`src/rtl/i64alu_pkg.sv`:
```
// ----------------------------------------------------------------------------
// i64alu_pkg: shared definitions for the 64-bit wrapping integer ALU
// Holds the opcode codes, data widths and the lane record that moves down
// the cell chain together with each transaction.
// ----------------------------------------------------------------------------
package i64alu_pkg;

    localparam int DATA_W    = 64;
    localparam int HALF_W    = DATA_W / 2;
    localparam int OP_W      = 5;
    localparam int SHIFT_W   = 6;
    // One restoring-division cell per quotient bit.
    localparam int NUM_CELLS = DATA_W;

    localparam logic [OP_W-1:0] OP_ADD  = 5'd0;
    localparam logic [OP_W-1:0] OP_SUB  = 5'd1;
    localparam logic [OP_W-1:0] OP_MUL  = 5'd2;
    localparam logic [OP_W-1:0] OP_DIV  = 5'd3;
    localparam logic [OP_W-1:0] OP_MOD  = 5'd4;
    localparam logic [OP_W-1:0] OP_AND  = 5'd5;
    localparam logic [OP_W-1:0] OP_OR   = 5'd6;
    localparam logic [OP_W-1:0] OP_XOR  = 5'd7;
    localparam logic [OP_W-1:0] OP_SHL  = 5'd8;
    localparam logic [OP_W-1:0] OP_SHR  = 5'd9;
    localparam logic [OP_W-1:0] OP_NEG  = 5'd10;
    localparam logic [OP_W-1:0] OP_LNOT = 5'd11;
    localparam logic [OP_W-1:0] OP_BNOT = 5'd12;
    localparam logic [OP_W-1:0] OP_EQ   = 5'd13;
    localparam logic [OP_W-1:0] OP_NE   = 5'd14;
    localparam logic [OP_W-1:0] OP_LT   = 5'd15;
    localparam logic [OP_W-1:0] OP_LE   = 5'd16;
    localparam logic [OP_W-1:0] OP_GT   = 5'd17;
    localparam logic [OP_W-1:0] OP_GE   = 5'd18;

    // Everything one transaction carries from cell to cell.
    typedef struct packed {
        logic [OP_W-1:0]   op;
        logic [DATA_W-1:0] simple;   // result of the front-cell operations
        logic [DATA_W-1:0] pp_lo;    // low half times low half
        logic [HALF_W-1:0] pp_x1;    // low a times high b, low bits
        logic [HALF_W-1:0] pp_x2;    // high a times low b, low bits
        logic              neg_q;
        logic              neg_r;
        logic              div_zero;
        logic [DATA_W-1:0] rem;      // partial remainder
        logic [DATA_W-1:0] work;     // dividend bits out, quotient bits in
        logic [DATA_W-1:0] divisor;  // magnitude of the divisor
    } lane_t;

endpackage

```
`src/rtl/i64alu_fin.sv`:
```
// ----------------------------------------------------------------------------
// i64alu_fin: last cell of the ALU chain
// Sums the multiply partial products, applies signs to quotient and
// remainder, selects the result and drives the output register.
// ----------------------------------------------------------------------------
module i64alu_fin (
    input  logic                            clk,
    input  logic                            rst_n,
    input  logic                            in_valid,
    input  i64alu_pkg::lane_t               in_lane,
    output logic                            done,
    output logic [i64alu_pkg::DATA_W-1:0]   result_value
);

    logic                               done_reg;
    logic [i64alu_pkg::DATA_W-1:0]      value_reg;
    logic [i64alu_pkg::DATA_W-1:0]      result_next;
    logic [i64alu_pkg::HALF_W-1:0]      cross_sum;
    logic [i64alu_pkg::DATA_W-1:0]      product;
    logic [i64alu_pkg::DATA_W-1:0]      quotient;
    logic [i64alu_pkg::DATA_W-1:0]      remainder;

    // Low 64 bits of the product.
    assign cross_sum = in_lane.pp_x1 + in_lane.pp_x2;
    assign product   = in_lane.pp_lo + {cross_sum, {i64alu_pkg::HALF_W{1'b0}}};

    // Signed quotient and remainder; a zero divisor gives zero.
    assign quotient  = in_lane.div_zero ? '0
                     : (in_lane.neg_q ? ('0 - in_lane.work) : in_lane.work);
    assign remainder = in_lane.div_zero ? '0
                     : (in_lane.neg_r ? ('0 - in_lane.rem) : in_lane.rem);

    always_comb
    begin
        case (in_lane.op)
            i64alu_pkg::OP_MUL: result_next = product;
            i64alu_pkg::OP_DIV: result_next = quotient;
            i64alu_pkg::OP_MOD: result_next = remainder;
            default:            result_next = in_lane.simple;
        endcase
    end

    // Result strobe.
    always_ff @(posedge clk or negedge rst_n)
    begin
        if (!rst_n)
            done_reg <= 1'b0;
        else
            done_reg <= in_valid;
    end

    // Result value.
    always_ff @(posedge clk)
    begin
        if (in_valid)
            value_reg <= result_next;
    end

    assign done         = done_reg;
    assign result_value = value_reg;

endmodule

```
`config.mk`:
```
export PLATFORM = sky130hd
export DESIGN_NAME = i64alu_fin
export DESIGN_NICKNAME = d
export VERILOG_FILES = /design/src/rtl/i64alu_pkg.sv /design/src/rtl/i64alu_fin.sv
export SDC_FILE = /design/constraint.sdc
export NUM_CORES = 1
export LEC_CHECK = 0
export BUFFER_PORTS_ARGS = -buffer_cell sky130_fd_sc_hd__buf_4
export CORE_AREA = 4 4 179 181
export CTS_CLUSTER_DIAMETER = 80
export DETAILED_ROUTE_END_ITERATION = 10
export DIE_AREA = 0 0 183 185
export PLACE_DENSITY = 0.64
export SYNTH_ARGS = -nofsm -noshare
export SYNTH_HDL_FRONTEND = slang
export SYNTH_SLANG_ARGS = --single-unit
```
`constraint.sdc`:
```
create_clock -name clk -period 1.05 [get_ports clk]
set_input_delay 0.0525 -clock clk [delete_from_list [all_inputs] [get_ports clk]]
set_output_delay 0.0525 -clock clk [all_outputs]
set_load 0.05 [all_outputs]
```
==> summary.md, run 1 <==
| Metric | Value |
|---|---|
| Crit path max-delay cell type | `a221o_1` |
| Failing checks | `negative setup slack` |
| Setup crit start | `in_lane[198]` |
| Leakage | `approximately 8.1 nW` |
| CP cell instances | `buf_4 -> ha_4 -> a21oi_1 -> nor2b_1 -> o311a_1 -> o211ai_1 -> nand3b_1 -> a311o_1 -> a221o_1 -> xor2_1 -> ha_1 -> inv_2 -> buf_6 -> nor3_2 -> a31oi_2 -> o31ai_4 -> a221o_1 -> o41a_1 -> xnor2_1 -> o21ai_1` |
| Hold slack | `0.01842 ns` |
| Final HPWL DP | `roughly 37000 µm` |
| Total number of vias | `12110` |
| Number of synthesized flops with an enable pin | `64` |
| Synth cell types | `70` |
| Routed Antenna Nets | `0` |
| Synth Warn # | `0` |
| Met1 WL | `between 15000 and 20000 µm` |
| Peak VDD IR | `727.9 µV` |
| Pre-CTS setup slack | `-3.677 ns` |
| Detailed Routing Iterations Pass 1 | `6` |
| Routed WL per cell | `20.00 µm` |
| Syn_nets | `1536` |
| Area growth syn-to-layout | `102.2%` |
| CP peak stage delay | `0.41 ns` |
| Critical path data arrival time | `4.19 ns` |
| # clock sinks | `65` |
| GRT Util Overall | `25.39%` |
| F_max | `244.4 MHz` |
| Top cells by area, synth | `edfxtp_1, ha_1, xnor2_1, xor2_1, o21ai_0` |
| Filler cell count | `2647` |
| Status | `finished with violations` |
| Top cells by count, synth | `o21ai_0, xnor2_1, xor2_1` |
| Pin count of the biggest net entering global routing | `34` |
| Max-slew headroom at the worst pin | `between 60% and 70%` |
| Core Footprint | `0.03043 mm²` |
| Row count | `64` |
| CTS HTree Levels | `3` |
| Worst path required time | `1.15 ns` |
| Final core utilization | `59.97%` |
| Max Used Layer | `met5` |
| Drt via density | `5.245` |
| Crit-path most repeated cell | `a221o_1` |
| Share of layout cells above drive strength 1 | `about 57%` |
| Async S/R FF share, synth | `1.538%` |
| Initial antenna violation count | `9` |
| Mapped Area | `approximately 0.0090 mm²` |
| Fraction of the yosys area taken by sequential cells | `21.57%` |
| Tcrit/Tclk final | `389.7%` |
| Crit-path max FO | `4` |
| CTS root buf | `clkbuf_16` |
| Final hold violation count | `0` |
| Max reg flops | `between 60 and 70` |
| RSZ-0062 raised after global routing | `true` |
| Die Span Y | `around 190 µm` |
| CP Capture Point | `result_value[63]` |
| DRC Markers | `0` |
| Count leader, synth | `o21ai_0` |
| IO Port Bufs | `around 400` |
| Ys flop type | `edfxtp_1` |
| Fin crit period | `4.092 ns` |
| Vias in the first global route | `12610` |
| Slew @ Worst Pin | `0.4585 ns` |
| Met2 wire length | `around 24000 µm` |
| TritonCTS buffer count | `9` |
| First-pass GRT wire length | `roughly 67000 µm` |
| Syn Inst Count | `1070` |
| Flops & latches, synth | `65` |
| Mean post-synth cell area | `around 8.4 µm²` |
| Pwr Density | `1010 mW/mm²` |
| Cell taking the most area after synthesis | `edfxtp_1` |
| Max-cap violations | `0` |
| DRT iter0 DRCs | `747` |
| GRT overflow | `0` |
| Routability Congestion | `0.9163` |
| Final worst slack | `-3.042 ns` |
| Max Root-Sink Buffers | `2` |
| Slew Limit Fails | `0` |
| CTS clk-pin slew, worst paths | `approximately 0.060 ns` |
| WS Path Type | `input port to register` |
| CP startpoint kind | `input port` |
| # setup viols final | `between 60 and 70` |
| Yosys top cell area share | `21.29%` |
| CTS tree | `done` |
| Hold Crit Class | `input port to register` |
| Die Width | `183 µm` |
| Initial core utilization | `29.66%` |
| Io pins | `460` |
| Final wirelength | `46160 µm` |
| Die Area | `~0.034 mm²` |
| Crit. End Element | `register` |
| Routed wl met3 | `3478 µm` |
| Final nets | `2370` |
==> layout make-up <==
| cell class | count | area (µm²) | area share [%] |
|---|---|---|---|
| diodes | 3 | 7.507 | 0.04114 |
| clock buffers | 10 | 229.0 | 1.255 |
| clock inverters | 6 | 106.4 | 0.5828 |
| inverters | 19 | 71.32 | 0.3908 |
| multi-input cells | 941 | 8273 | 45.33 |
| flip-flops and latches | 65 | 1947 | 10.67 |
| well taps | 396 | 495.5 | 2.715 |
| repair buffers | 868 | 7119 | 39.01 |
==> worst min path at each step <==
stage	slack, ns	from	cells past startpoint	to
after CTS	0.002	in_lane[324]	2	result_value[1]
final	0.02	in_lane[324]	2	result_value[1]
after detailed placement	-0.17	rst_n	1	done
after global routing	0.005	in_lane[324]	2	result_value[1]
after global placement	-0.17	rst_n	1	done
after floorplan	-0.24	rst_n	0	done
==> cell usage in the layout (no fill, tap or decap), types with 15 or more instances in the layout <==
master / count
a21o_1: 23
xnor2_1: 78
nor2_1: 37
o21ai_0: 45
a21oi_1: 26
buf_4: 753
or3_4: 16
a21oi_2: 18
a222oi_1: 38
inv_1: 15
nand2_1: 62
nand3_1: 16
or3_1: 16
ha_1: 56
o31ai_1: 29
edfxtp_1: 64
o21ai_2: 16
o31ai_4: 16
xor2_1: 79
o21ai_1: 50
buf_6: 80
nor3_1: 22
==> cells by family (layout without fill, tap and decap cells) <==
logic type,after synthesis,in the layout,synth area share (%)
buf+inv,64,903,2.842
simple gates,307,307,18.44
compound gates,380,380,29.27
other cells,0,3,0
flops,65,65,21.57
fa+ha+maj,71,71,10.01
mux,8,8,0.8873
xor+xnor,175,175,16.98
==> power by group <==
group / switching, W / total [W] / leakage, nW / internal [W]
sequential: 0.0000979 / 0.00324 / 0.637 / 0.00314
combinational: 0.00559 / 0.0116 / 7.34 / 0.00604
clock: 0.00126 / 0.00357 / 0.160 / 0.00231
==> critical path: cells and delay by family <==
family                   cells  cell delay, ns
AO/OA/AOI/OAI               10            2.62
buffers and inverters        3            0.31
XOR/XNOR                     2            0.32
AND/OR/NAND/NOR              3            0.29
adder cells (fa/ha/maj)      2            0.59
==> through the flow <==
| step | area, µm² | setup TNS [ns] | power, W | std cells |
|---|---|---|---|---|
| floorplan | 9691 | -97.94 | 0.008289 | 1070 |
| global placement | 16000 | -129.79 | 0.01285 | 2218 |
| detailed placement | 16000 | -131.64 | 0.01295 | 2218 |
| CTS | 17520 | -100.87 | 0.01762 | 2281 |
| global route | 18250 | -112.47 | 0.01947 | 2308 |
| finish | 18250 | -105.54 | 0.01844 | 2308 |
==> timing repair <==
item | CTS | global route
endpoints found under the setup margin | 71 | 68
resized for setup | 175 | 102
hold buffers | 13 | 0
pin swaps | 131 | 117
buffers inserted | 39 | 29
endpoints found under the hold margin | 9 | 0
gates cloned | 1 | 1
==> layer usage <==
layer,global-route usage (%),up-vias
li1,-,5872
met1,27.78,5691
met2,47.25,437
met3,6.206,94
met4,9.774,12
met5,0,-
Power figures use the tool's default switching activity.
==> inputs of run 2 (changes only) <==
--- a/config.mk
+++ b/config.mk
@@ -6,11 +6,11 @@
 export NUM_CORES = 1
 export LEC_CHECK = 0
 export BUFFER_PORTS_ARGS = -buffer_cell sky130_fd_sc_hd__buf_4
-export CORE_AREA = 4 4 179 181
+export CORE_AREA = 4 4 177 179
 export CTS_CLUSTER_DIAMETER = 80
 export DETAILED_ROUTE_END_ITERATION = 10
-export DIE_AREA = 0 0 183 185
-export PLACE_DENSITY = 0.64
+export DIE_AREA = 0 0 181 183
+export PLACE_DENSITY = 0.65
 export SYNTH_ARGS = -nofsm -noshare
 export SYNTH_HDL_FRONTEND = slang
 export SYNTH_SLANG_ARGS = --single-unit
==> run 2 against run 1 <==
Net effect:
- the flow still finishes with violations (negative setup slack)
- die area shrank 2.2%
- setup slack gained 0.043 ns
- first-iteration DRC count grew 6.4%
- critical endpoint unchanged
- cell count grew 0.30%
- highest routed layer unchanged
==> summary.md, run 2 (synthesized netlist as in run 1, its figures left out) <==
| Metric | Value |
|---|---|
| Status | `finished with violations` |
| Failing checks | `negative setup slack` |
| Peak VDD IR | `roughly 510 µV` |
| # setup viols final | `64` |
| Storage cell area | `around 0.0019 mm²` |
| CTS root buf | `clkbuf_16` |
| Max reg flops | `64` |
| Core Footprint | `0.02956 mm²` |
| Filler cell count | `~2500` |
| Footprint of the multi-input gates | `0.008258 mm²` |
| Row count | `between 60 and 70` |
| Most frequent cells in the layout | `buf_4, xor2_1, xnor2_1` |
| Vias in the first global route | `12590` |
| Max Root-Sink Buffers | `2` |
| Most common cell after layout, fill and taps aside | `buf_4` |
| GRT Util Overall | `25.93%` |
| Die Span Y | `183 µm` |
| Final wirelength | `46220 µm` |
| CTS HTree Levels | `3` |
| Initial core utilization | `30.53%` |
| GRT overflow | `0` |
| Max-slew headroom at the worst pin | `roughly two thirds` |
| Final worst slack | `-2.999 ns` |
| Slew @ Worst Pin | `between 0.5 and 0.6 ns` |
| Leakage | `8.186 nW` |
| Detailed Routing Iterations Pass 1 | `6` |
| Crit-path max FO | `4` |
| DRC Markers | `0` |
| Drt via density | `5.334` |
| Io pins | `460` |
| Min-delay src | `in_lane[368]` |
| Routed wl met3 | `3558 µm` |
| Final HPWL DP | `37140 µm` |
| Hold slack | `0.01131 ns` |
| # clock sinks | `65` |
| DRT iter0 DRCs | `795` |
| Pin count of the biggest net entering global routing | `37` |
| CP startpoint kind | `input port` |
| Routed WL per cell | `19.96 µm` |
| CTS tree | `done` |
| Die Area | `0.03312 mm²` |
| CP peak stage delay | `0.43 ns` |
| Final nets | `2380` |
| Crit path max-delay cell type | `or4_4` |
| Max Used Layer | `met5` |
| Fin crit period | `4.049 ns` |
| F_max | `roughly 250 MHz` |
| Routability Congestion | `just over 0.9` |
| Placed Instance Area | `0.01609 mm²` |
| RSZ-0062 raised after global routing | `true` |
| Initial antenna violation count | `9` |
| Final hold violation count | `0` |
| Worst path required time | `1.15 ns` |
| Hold Path End | `result_value[45]` |
| TritonCTS buffer count | `9` |
| CP cell instances | `buf_6 -> ha_4 -> a211oi_2 -> nor2_2 -> or4_4 -> a22oi_2 -> nand3b_1 -> a311o_1 -> a221o_1 -> xor2_1 -> ha_1 -> inv_2 -> nor3_2 -> a31oi_2 -> o31ai_4 -> a221o_1 -> o41a_1 -> xnor2_1 -> o21ai_1` |
| Hold Crit Class | `input port to register` |
| First-pass GRT wire length | `68080 µm` |
| Slew Limit Fails | `0` |
| CTS clk-pin slew, worst paths | `0.06 ns` |
| Die Width | `181 µm` |
| Final TNS setup | `-104.09 ns` |
| Final instance area | `0.01828 mm²` |
| Tcrit/Tclk final | `385.6%` |
| Critical path data arrival time | `~4.2 ns` |
| Met1 WL | `16970 µm` |
| Total number of vias | `12350` |
| Hold depth | `3` |
| Area growth syn-to-layout | `102.6%` |
| Crit-path most repeated cell | `a221o_1` |
| Max-cap violations | `0` |
| Met2 wire length | `23590 µm` |
| Crit. End Element | `register` |
| Pwr Density | `about 980 mW/mm²` |
| Share of layout cells above drive strength 1 | `a little under three fifths` |
| IO Port Bufs | `395` |
| Routed Antenna Nets | `0` |
| WS Path Type | `input port to register` |
run 2: changes by cell type in the layout (fill, tap and decap cells not counted), moves of 3 or more:
cell / change
buf_12: +5
buf_4: +13
buf_6: -11
nor2_4: -3
diode_2: +3
nor2_1: +3
run 2: worst max path at each step:
stage	end	start	cells past startpoint
after floorplan	result_value[63]	in_lane[205]	19
after global placement	result_value[63]	in_lane[195]	20
after detailed placement	result_value[63]	in_lane[195]	20
after CTS	result_value[63]	in_lane[228]	20
after global routing	result_value[63]	in_lane[205]	20
final	result_value[63]	in_lane[205]	19
run 2: worst max-delay path, delay by kind of cell:
family / cells / cell delay (ns)
buf+inv: 2 / 0.21
xor+xnor: 2 / 0.31
simple gates: 4 / 0.73
compound gates: 9 / 2.30
fa+ha+maj: 2 / 0.55
run 2: power breakdown:
part	internal (W)	leakage [nW]	total (W)	switching, W
Sequential	0.00314	0.637	0.00322	0.0000840
Combinational	0.00594	7.41	0.0115	0.00560
Clock	0.00183	0.138	0.00308	0.00125
run 2: cell type report:
cell class	instances	area share [%]
diodes	6	0.08212
clock buffers	10	1.252
clock inverters	6	0.3285
inverters	19	0.3901
multi-input cells	941	45.17
flip-flops and latches	65	10.65
well taps	390	2.669
repair buffers	878	39.46
run 2: layer usage:
| metal | global-route usage, % | vias to the layer above |
|---|---|---|
| met1 | 28.46 | 5806 |
| met5 | 0 | - |
| li1 | - | 5905 |
| met4 | 12.13 | 8 |
| met3 | 6.049 | 118 |
| met2 | 47.45 | 511 |
run 2: repair_timing:
item,CTS,global route
hold buffers,15,0
hold endpoints to repair,11,0
setup endpoints to repair,67,67
resized for setup,174,85
gates cloned,1,2
setup buffers,40,22
pin swaps,117,84
run 2: through the flow:
step	worst slack (ns)	cells	utilization (%)	power, W
6_report	-2.999	2315	61.85	0.01784
3_3_place_gp	-3.557	2221	54.44	0.01289
2_1_floorplan	-3.152	1070	-	0.008289
4_1_cts	-2.989	2291	59.78	0.01721
5_1_grt	-3.195	2314	61.85	0.01889
3_5_place_dp	-3.615	2221	54.44	0.01302
