--- src/rtl/i64alu_pkg.sv ---
// ----------------------------------------------------------------------------
// i64alu_pkg: shared definitions for the 64-bit wrapping integer ALU
// Holds the opcode codes, data widths and the lane record that moves down
// the cell chain together with each transaction.
// ----------------------------------------------------------------------------
package i64alu_pkg;

    localparam int DATA_W    = 64;
    localparam int HALF_W    = DATA_W / 2;
    localparam int OP_W      = 5;
    localparam int SHIFT_W   = 6;
    // One restoring-division cell per quotient bit.
    localparam int NUM_CELLS = DATA_W;

    localparam logic [OP_W-1:0] OP_ADD  = 5'd0;
    localparam logic [OP_W-1:0] OP_SUB  = 5'd1;
    localparam logic [OP_W-1:0] OP_MUL  = 5'd2;
    localparam logic [OP_W-1:0] OP_DIV  = 5'd3;
    localparam logic [OP_W-1:0] OP_MOD  = 5'd4;
    localparam logic [OP_W-1:0] OP_AND  = 5'd5;
    localparam logic [OP_W-1:0] OP_OR   = 5'd6;
    localparam logic [OP_W-1:0] OP_XOR  = 5'd7;
    localparam logic [OP_W-1:0] OP_SHL  = 5'd8;
    localparam logic [OP_W-1:0] OP_SHR  = 5'd9;
    localparam logic [OP_W-1:0] OP_NEG  = 5'd10;
    localparam logic [OP_W-1:0] OP_LNOT = 5'd11;
    localparam logic [OP_W-1:0] OP_BNOT = 5'd12;
    localparam logic [OP_W-1:0] OP_EQ   = 5'd13;
    localparam logic [OP_W-1:0] OP_NE   = 5'd14;
    localparam logic [OP_W-1:0] OP_LT   = 5'd15;
    localparam logic [OP_W-1:0] OP_LE   = 5'd16;
    localparam logic [OP_W-1:0] OP_GT   = 5'd17;
    localparam logic [OP_W-1:0] OP_GE   = 5'd18;

    // Everything one transaction carries from cell to cell.
    typedef struct packed {
        logic [OP_W-1:0]   op;
        logic [DATA_W-1:0] simple;   // result of the front-cell operations
        logic [DATA_W-1:0] pp_lo;    // low half times low half
        logic [HALF_W-1:0] pp_x1;    // low a times high b, low bits
        logic [HALF_W-1:0] pp_x2;    // high a times low b, low bits
        logic              neg_q;
        logic              neg_r;
        logic              div_zero;
        logic [DATA_W-1:0] rem;      // partial remainder
        logic [DATA_W-1:0] work;     // dividend bits out, quotient bits in
        logic [DATA_W-1:0] divisor;  // magnitude of the divisor
    } lane_t;

endpackage

--- src/rtl/i64alu_cell.sv ---
// ----------------------------------------------------------------------------
// i64alu_cell: one cell of the division chain
// Produces one quotient bit by restoring division and hands the lane on.
// ----------------------------------------------------------------------------
module i64alu_cell (
    input  logic                 clk,
    input  logic                 rst_n,
    input  logic                 in_valid,
    input  i64alu_pkg::lane_t    in_lane,
    output logic                 out_valid,
    output i64alu_pkg::lane_t    out_lane
);

    logic                               valid_reg;
    i64alu_pkg::lane_t                  lane_reg;
    i64alu_pkg::lane_t                  lane_next;
    logic [i64alu_pkg::DATA_W:0]        shifted;
    logic [i64alu_pkg::DATA_W:0]        diff;

    // Shift in the next dividend bit and try to subtract the divisor.
    assign shifted = {in_lane.rem, in_lane.work[i64alu_pkg::DATA_W-1]};
    assign diff    = shifted - {1'b0, in_lane.divisor};

    always_comb
    begin
        lane_next = in_lane;
        if (!diff[i64alu_pkg::DATA_W])
        begin
            lane_next.rem  = diff[i64alu_pkg::DATA_W-1:0];
            lane_next.work = {in_lane.work[i64alu_pkg::DATA_W-2:0], 1'b1};
        end
        else
        begin
            lane_next.rem  = shifted[i64alu_pkg::DATA_W-1:0];
            lane_next.work = {in_lane.work[i64alu_pkg::DATA_W-2:0], 1'b0};
        end
    end

    // Valid flag.
    always_ff @(posedge clk or negedge rst_n)
    begin
        if (!rst_n)
            valid_reg <= 1'b0;
        else
            valid_reg <= in_valid;
    end

    // Payload.
    always_ff @(posedge clk)
    begin
        if (in_valid)
            lane_reg <= lane_next;
    end

    assign out_valid = valid_reg;
    assign out_lane  = lane_reg;

endmodule

--- config.mk ---
export PLATFORM = sky130hd
export DESIGN_NAME = i64alu_cell
export DESIGN_NICKNAME = d
export VERILOG_FILES = /design/src/rtl/i64alu_pkg.sv /design/src/rtl/i64alu_cell.sv
export SDC_FILE = /design/constraint.sdc
export NUM_CORES = 1
export LEC_CHECK = 0
export BUFFER_PORTS_ARGS = -buffer_cell sky130_fd_sc_hd__buf_2
export CAP_MARGIN = 10
export CORE_AREA = 2 2 304 306
export DETAILED_ROUTE_END_ITERATION = 16
export DIE_AREA = 0 0 306 308
export PLACE_DENSITY_LB_ADDON = 0.05
export SYNTH_ARGS = -nofsm -noshare
export SYNTH_HDL_FRONTEND = slang
export SYNTH_SLANG_ARGS = --single-unit
export TNS_END_PERCENT = 20
--- constraint.sdc ---
create_clock -name clk -period 1 [get_ports clk]
set_clock_uncertainty 0.2 [all_clocks]
set_input_delay 0.15 -clock clk [delete_from_list [all_inputs] [get_ports clk]]
set_output_delay 0.15 -clock clk [all_outputs]
set_load 0.05 [all_outputs]
==> results of run 1 <==
-- cell usage in the layout (no fill, tap or decap), types with 9 or more instances in the layout --
master	Yosys	final
a21o_1	32	32
a21oi_1	78	68
buf_12	0	99
buf_2	6	505
buf_4	1	323
buf_6	0	211
clkbuf_1	26	9
clkbuf_16	0	50
clkinv_1	0	16
dlygate4sd3_1	0	389
edfxtp_1	392	392
ha_1	64	47
ha_4	0	15
inv_1	87	76
mux2_4	1	56
nand2_1	62	61
nand3_1	10	10
nand4_1	22	22
nor2_1	42	42
nor2b_1	11	10
o21ai_0	19	18
o21ai_1	17	14
o21bai_1	15	15
xnor2_1	34	33
xor2_1	23	23
-- worst min path at each step --
stage | start | to | slack [ns]
after floorplan | rst_n | out_valid | -0.35
final | in_lane[1] | out_lane[1] | -0.40
after global routing | in_lane[1] | out_lane[1] | -0.45
after CTS | in_lane[1] | out_lane[1] | -0.46
after detailed placement | rst_n | out_valid | -0.27
after global placement | rst_n | out_valid | -0.27
-- flip-flops by register name, indices dropped and copies added, names as in the netlist --
name,flops
out_lane,392
out_valid,1
-- metrics by stage --
stage	utilization (%)	instances	hold slack [ns]	worst slack [ns]
after floorplan	-	1135	-0.346	-2.20
after global placement	28.9	3413	-0.275	-2.78
after detailed placement	28.9	3413	-0.270	-2.75
after CTS	36.4	3909	-0.457	-1.94
after global routing	37.3	3918	-0.447	-1.97
final	37.3	3921	-0.400	-1.94
-- area by class of cell --
type | count | area share [%]
clock inverter | 32 | 0.804
tap | 1186 | 4.37
antenna | 7 | 0.0516
multi-input combinational | 621 | 15.8
clock buffer | 58 | 3.71
sequential | 393 | 34.7
inverter | 88 | 1.08
timing repair buffer | 1535 | 39.4
timing repair inverter | 1 | 0.0479
-- kinds of logic (layout without fill, tap and decap cells) --
logic type	Yosys count	in the layout
AO/OA/AOI/OAI	236	236
XOR/XNOR	57	57
adder cells (fa/ha/maj)	65	65
buffers and inverters	121	1714
flip-flops	393	393
multiplexers	63	63
other	0	7
AND/OR/NAND/NOR	200	200
-- power groups by stage --
stage	clock network [mW]	logic [mW]	registers, mW
2_1_floorplan	0	3.19	26.3
3_3_place_gp	0	15.8	21.0
3_5_place_dp	0	15.8	21.0
4_1_cts	17.9	18.8	20.8
5_1_grt	18.6	20.1	21.0
6_report	17.2	19.1	20.9
-- repair_timing --
action	4_1_cts	5_1_grt
gates cloned	7	2
buffers inserted	16	5
setup endpoints to repair	458	464
gates resized for setup	334	317
endpoints found under the hold margin	785	413
pin swaps	30	34
hold buffers	384	6
-- per-layer routing --
metal  global-route usage (%)  share of wire [%]  vias to the layer above  routed length (µm)
met5                        0               0.24                        -                 196
met4                     5.19                2.9                       30                2390
met1                     18.9                 39                     7525               32200
met3                     6.19                8.2                      127                6830
met2                     29.9                 50                      521               41600
li1                         -                  -                     7434                   -
==> impl_metrics.yaml, run 1 <==
status:
  status: "finished with violations"
  violations: "hold timing, setup timing"
logic_synthesis:
  yosysMostFrequentCell: "edfxtp_1"
  synth-xor-area-share_pct: 2.97
  syn_inst: 1135
  yosys_register_bits: 393
  synth_top_family_by_area: "compound AO/OA/AOI/OAI gates"
  synthAdderAreaFrac_pct: 4.88
  yosysUniqueCellTypes: 72
  yosys-top-cells-area: "edfxtp_1 (70%), ha_1 (4.8%), mux2_1 (3.2%), a21oi_1 (2.3%), inv_1 (1.9%)"
  yosys.area.top_type: "edfxtp_1"
  synth.top_cell.area_share_pct: 69.9
  synth_fp_nets: 1595
  yosys-top-cells-count: "edfxtp_1 (392), inv_1 (87), a21oi_1 (78), ha_1 (64), nand2_1 (62)"
  synth_compound_area_share_pct: 9.16
  yosys-mux-area-fraction_pct: 4.19
  yosysWarnings: 0
  seq_area_frac_synth_pct: 70.1
  synth_area_um2: 16800
  synth_area_per_cell_um2: 14.8
  synthFlopType: "edfxtp_1"
  synth_edf_count: 392
  yosys.area_share.simple_pct: 5.98
  async_reset_ff_share_pct: 0.254
timing:
  period_minus_slack_ns: 2.94
  slew-limit-headroom_pct: 66.8
  rsz0062_at_grt: "true"
  setup_tns_ns: -328.00
  max_freq_mhz: 340
  period_share_pct: 294
  finalHoldViolations: 249
  setup_violations: 461
  hold_slack_ns: -0.400
  worst_slack_ns: -1.94
  slew_violations: 0
  tightest_slew_ns: 0.495
placement:
  placed_area_um2: 26300
  dpl.hpwl_um: 66700
  io_buffers: 787
  gp_congestion: 0.792
clocking:
  cts_root_buffer: "clkbuf_16"
  clock-sinks: 393
  clkTransAtPathRegs_ns: 0.06
  clockBufferDepth: 3
  cts_buffers: 49
  tritoncts: "built"
  h-tree-depth: 2
critical_path:
  crit_arrival_ns: 3.12
  slowest_stage: "or4b_4"
  end_kind: "register"
  path_max_fanout: 5
  worst-setup-path-type: "in2reg"
  critical_path_required_ns: 1.18
  path_depth: 13
  crit_path_end: "out_lane[181]"
  crit_family: "simple AND/OR/NAND/NOR gates"
  startpoint: "in_lane[153]"
  max_stage_delay_ns: 0.55
  path_cells: "buf_6 -> ha_4 -> a21o_1 -> or4b_4 -> or4b_4 -> buf_6 -> buf_6 -> a41oi_4 -> o41ai_4 -> buf_12 -> a31oi_4 -> xnor2_1 -> mux2_4"
  cpMostUsedCell: "buf_6"
  cp_num_buf_inv: 4
  startpoint_type: "primary input"
power_and_ir_drop:
  p_leak_nw: 14.8
  pwr-share-seq_pct: 36.5
  switchingPower_mw: 18.8
  sw_frac_of_total_pct: 32.9
  power.share.clock_pct: 30.1
  finalPower_mw: 57.2
  combPwrFrac_pct: 33.4
  power.density_nw_per_um2: 1690
  vdd.ir_drop.worst_uv: 1210
  internal_power_mw: 38.4
global_routing:
  grt_overflow: 0
  grt_pass1_wl_um: 116000
  grt_pass1_vias: 16800
  grt_use_total_pct: 16.9
  grt_max_degree: 34
  antenna_found_initial: 37
route:
  route.vias.total: 15600
  drt_iter0_drc: 725
  viasPerCell: 3.99
  wl_per_cell_um: 21.2
  ant_nets: 0
  first_pass_iters: 6
  drc_errors: 0
  drt_wl_total_um: 83100
run:
  drv_cap: 0
finish:
  area_growth_pct: 102
  fin_area_um2: 33900
  multi_input_area_um2: 5350
  ff_latch_area_um2: 11800
  fin_nets: 3149
  nFillCells: 9006
  drive_above_1_share_pct: 49.7
hold_path:
  min_path_type: "in2reg"
  holdPathStages: 1
floorplan:
  start_util_pct: 18.5
  die_w_um: 306
  chipHeight_um: 308
  core_um2: 91000
  die_area_um2: 94200
  placementRows: 111
  num_io_pins: 788
(Power assumes the default switching activity.)
==> run 2, diff against run 1 <==
Settings changed: TNS_END_PERCENT 20 to unset.
==> impl_metrics.yaml, run 2 (synthesis results as in run 1) <==
status:
  status: "finished with violations"
  violations: "hold timing, setup timing"
power_and_ir_drop:
  power.density_nw_per_um2: 1680
  vdd.ir_drop.worst_uv: 1190
  p_leak_nw: 15.3
global_routing:
  grt_pass1_wl_um: 116000
  grt_overflow: 0
  grt_max_degree: 29
  grt_pass1_vias: 16800
  grt_use_total_pct: 16.9
  antenna_found_initial: 36
route:
  met3WireLength_um: 6470
  wl_met2_um: 42200
  drc_errors: 0
  wl_per_cell_um: 21.0
  drt_iter0_drc: 788
  top_layer: "met5"
  drt_wl_total_um: 83100
  route.vias.total: 15700
  viasPerCell: 3.96
  wl_met1_um: 32300
  ant_nets: 0
  first_pass_iters: 4
timing:
  max_freq_mhz: 346
  finalHoldViolations: 90
  rsz0062_at_grt: "true"
  slew-limit-headroom_pct: 65.9
  tightest_slew_ns: 0.498
  hold_slack_ns: -0.486
  period_share_pct: 289
  slew_violations: 0
  worst_slack_ns: -1.89
  setup_tns_ns: -320.47
  setup_violations: 461
  period_minus_slack_ns: 2.89
clocking:
  cts_root_buffer: "clkbuf_16"
  clockBufferDepth: 3
  clock-sinks: 393
  cts_buffers: 50
  clkTransAtPathRegs_ns: 0.06
  h-tree-depth: 2
  tritoncts: "built"
floorplan:
  start_util_pct: 18.5
  core_um2: 91000
  die_area_um2: 94200
  chipHeight_um: 308
  die_w_um: 306
  num_io_pins: 788
  placementRows: 111
hold_path:
  min_path_type: "in2reg"
critical_path:
  crit_family: "simple AND/OR/NAND/NOR gates"
  slowest_stage: "or4b_4"
  critical_path_required_ns: 1.17
  cp_num_buf_inv: 1
  max_stage_delay_ns: 0.56
  end_kind: "register"
  startpoint_type: "primary input"
  worst-setup-path-type: "in2reg"
  cpMostUsedCell: "or4b_4"
  path_max_fanout: 3
  path_cells: "buf_8 -> ha_4 -> a21oi_2 -> nor2_1 -> or4b_4 -> or4b_4 -> a311o_1 -> a211oi_4 -> o21ai_2 -> xor2_1 -> mux2_4"
  crit_arrival_ns: 3.06
finish:
  final_cell_mix: "edfxtp_1 (392), dlygate4sd3_1 (389), buf_2 (382)"
  final_common_cell: "edfxtp_1"
  fin_nets: 3184
  drive_above_1_share_pct: 51.3
  final_core_util_pct: 38.7
  nFillCells: 8862
  area_growth_pct: 109
  largest_register_ffs: 392
placement:
  dpl.hpwl_um: 66600
  gp_congestion: 0.790
  io_buffers: 787
run:
  drv_cap: 0
run 2: power breakdown:
part | total, mW | internal [mW] | switching, mW
clock | 18.4 | 10.8 | 7.52
sequential | 21.0 | 20.1 | 0.915
combinational | 19.9 | 9.19 | 10.7
run 2: routing by layer:
| layer | vias up | track usage [%] |
|---|---|---|
| met3 | 128 | 6.07 |
| met5 | - | 0 |
| li1 | 7513 | - |
| met2 | 515 | 30.4 |
| met1 | 7494 | 19.1 |
| met4 | 28 | 3.95 |
run 2: what timing repair did:
action	CTS	global route
buffers inserted	18	21
hold endpoints to repair	625	191
resized for setup	705	99
pin swaps	33	38
setup endpoints to repair	458	458
gates cloned	6	0
hold buffers	383	6
run 2: layout make-up:
class                   instances  area [µm²]  area share (%)
repair buffers               1569       14400            40.9
clock inverters                33         334           0.949
multi-input cells             621        5490            15.6
well taps                    1186        1480            4.22
diodes                          7        17.5          0.0498
clock buffers                  57        1300            3.69
flip-flops and latches        393       11800            33.5
inverters                      88         373            1.06
repair inverters                1        16.3          0.0462
run 2: worst paths after layout:
check | start | end | cells after the start
min in group asynchronous | rst_n | out_valid | 3
max in group asynchronous | rst_n | out_valid | 3
hold / removal | in_lane[0] | out_lane[0] | 1
setup / recovery | in_lane[147] | out_lane[179] | 11
run 2: through the flow:
stage / instances / total power [mW] / cell area (µm²) / worst slack (ns)
after floorplan: 1135 / 29.9 / 17300 / -2.20
after global placement: 3437 / 37.3 / 26500 / -2.73
after detailed placement: 3437 / 37.2 / 26500 / -2.78
after CTS: 3932 / 59.8 / 34600 / -1.95
after global routing: 3949 / 61.7 / 35200 / -1.97
final: 3955 / 59.2 / 35200 / -1.89
==> run 3, diff against run 2 <==
Settings changed: CORE_AREA 2 2 304 306 to 4 4 306 308, DIE_AREA 0 0 306 308 to 0 0 310 312.
==> impl_metrics.yaml, run 3 (synthesis results as in run 1) <==
global_routing:
  grt_use_total_pct: 16.7
  grt_max_degree: 65
  met3_usage_pct: 5.71
  grt_util_met1_pct: 18.3
  grt_pass1_wl_um: 117000
  grt_overflow: 0
  gr-usage-met2_pct: 29.9
  grt_pass1_vias: 16900
  top_usage_layer: "met2"
  antenna_found_initial: 33
critical_path:
  critical_path_required_ns: 1.15
  startpoint_type: "primary input"
  end_kind: "register"
  slowest_stage: "or4b_4"
  cp_num_buf_inv: 1
  path_cells: "buf_8 -> ha_4 -> a21o_1 -> or4b_4 -> or4b_4 -> a311o_2 -> a211oi_4 -> o21ai_2 -> xor2_1 -> mux2_4"
  max_stage_delay_ns: 0.56
  path_max_fanout: 4
  crit_family: "simple AND/OR/NAND/NOR gates"
  cpMostUsedCell: "or4b_4"
  worst-setup-path-type: "in2reg"
  crit_arrival_ns: 3.11
timing:
  period_minus_slack_ns: 2.96
  hold_slack_ns: -0.407
  rsz0062_at_grt: "true"
  tightest_slew_ns: 0.489
  slew_violations: 0
  slew-limit-headroom_pct: 66.6
  setup_violations: 458
  finalHoldViolations: 168
  worst_slack_ns: -1.96
  period_share_pct: 296
  max_freq_mhz: 338
power_and_ir_drop:
  vdd.ir_drop.worst_uv: 1210
  p_leak_nw: 15.3
  finalPower_mw: 60.2
  power.density_nw_per_um2: 1710
route:
  drt_iter0_drc: 690
  drc_errors: 0
  drt_wl_total_um: 84800
  first_pass_iters: 7
  viasPerCell: 3.99
  wl_per_cell_um: 21.4
  route.vias.total: 15800
  ant_nets: 0
finish:
  area_growth_pct: 109
  final_common_cell: "edfxtp_1"
  drive_above_1_share_pct: 51.0
  final_cell_mix: "edfxtp_1 (392), dlygate4sd3_1 (389), buf_2 (383)"
  fin_nets: 3176
  final_core_util_pct: 38.6
  largest_register_ffs: 392
placement:
  gp_congestion: 0.776
  pre_cts_ws_ns: -2.86
  dpl.hpwl_um: 67700
  io_buffers: 787
floorplan:
  num_io_pins: 788
  die_w_um: 310
  start_util_pct: 18.5
  chipHeight_um: 312
  core_um2: 91100
  die_area_um2: 96700
  placementRows: 111
run:
  drv_cap: 0
status:
  status: "finished with violations"
  violations: "hold timing, setup timing"
clocking:
  clockBufferDepth: 3
  h-tree-depth: 2
  clkTransAtPathRegs_ns: 0.06
  tritoncts: "built"
  cts_buffers: 51
  cts_root_buffer: "clkbuf_16"
  clock-sinks: 393
hold_path:
  min_to: "out_lane[0]"
  holdPathStages: 1
  min_path_type: "in2reg"
  worstHoldStart: "in_lane[0]"
[run 3: changes by cell type in the layout (fill, tap and decap cells not counted), moves of 4 or more]
cell and change:
a21oi_2 -8, buf_12 -6, buf_16 +6, buf_6 -5, a21oi_1 +4, a21oi_4 +4
buf_4 -4, clkinv_1 -4
[run 3: final cells by class]
| type | instances | area (µm²) |
|---|---|---|
| Multi-Input combinational cell | 621 | 5410 |
| Tap cell | 1186 | 1480 |
| Clock inverter | 35 | 435 |
| Antenna cell | 9 | 22.5 |
| Fill cell | 8905 | 55900 |
| Clock buffer | 60 | 1310 |
| Sequential cell | 393 | 11800 |
| Timing Repair Buffer | 1561 | 14400 |
| Inverter | 88 | 370 |
[run 3: repair_timing]
action | CTS | global route
resized for setup | 710 | 60
hold buffers | 388 | 3
setup endpoints to repair | 458 | 851
endpoints found under the hold margin | 785 | 326
pin swaps | 19 | 28
gates cloned | 4 | 1
buffers inserted | 16 | 9
[run 3: through the flow]
step,area [µm²],instances,setup TNS [ns],hold slack (ns)
floorplan,17300,1135,-129.32,-0.346
global placement,26500,3431,-248.03,-0.275
detailed placement,26500,3431,-251.00,-0.273
CTS,34700,3934,-574.21,-0.472
global route,35200,3948,-348.85,-0.450
finish,35200,3953,-317.25,-0.407
[run 3: worst max-delay path by stage]
stage	to	cells past startpoint	start
final	out_lane[179]	10	in_lane[153]
after global routing	out_lane[179]	10	in_lane[153]
after CTS	out_lane[183]	12	in_lane[24]
after detailed placement	out_lane[182]	15	in_lane[9]
after global placement	out_lane[182]	15	in_lane[9]
after floorplan	out_lane[187]	11	in_lane[24]
[run 3: power by group]
part	internal (mW)	total (mW)	switching, mW
combinational	9.15	19.8	10.6
clock	11.7	19.4	7.67
sequential	20.1	21.0	0.920
[run 3: per-layer routing]
layer  up-vias  wire (µm)
met4        26       2780
met5         -        175
met3       133       7150
met2       533      42700
met1      7580      32000
li1       7499          -
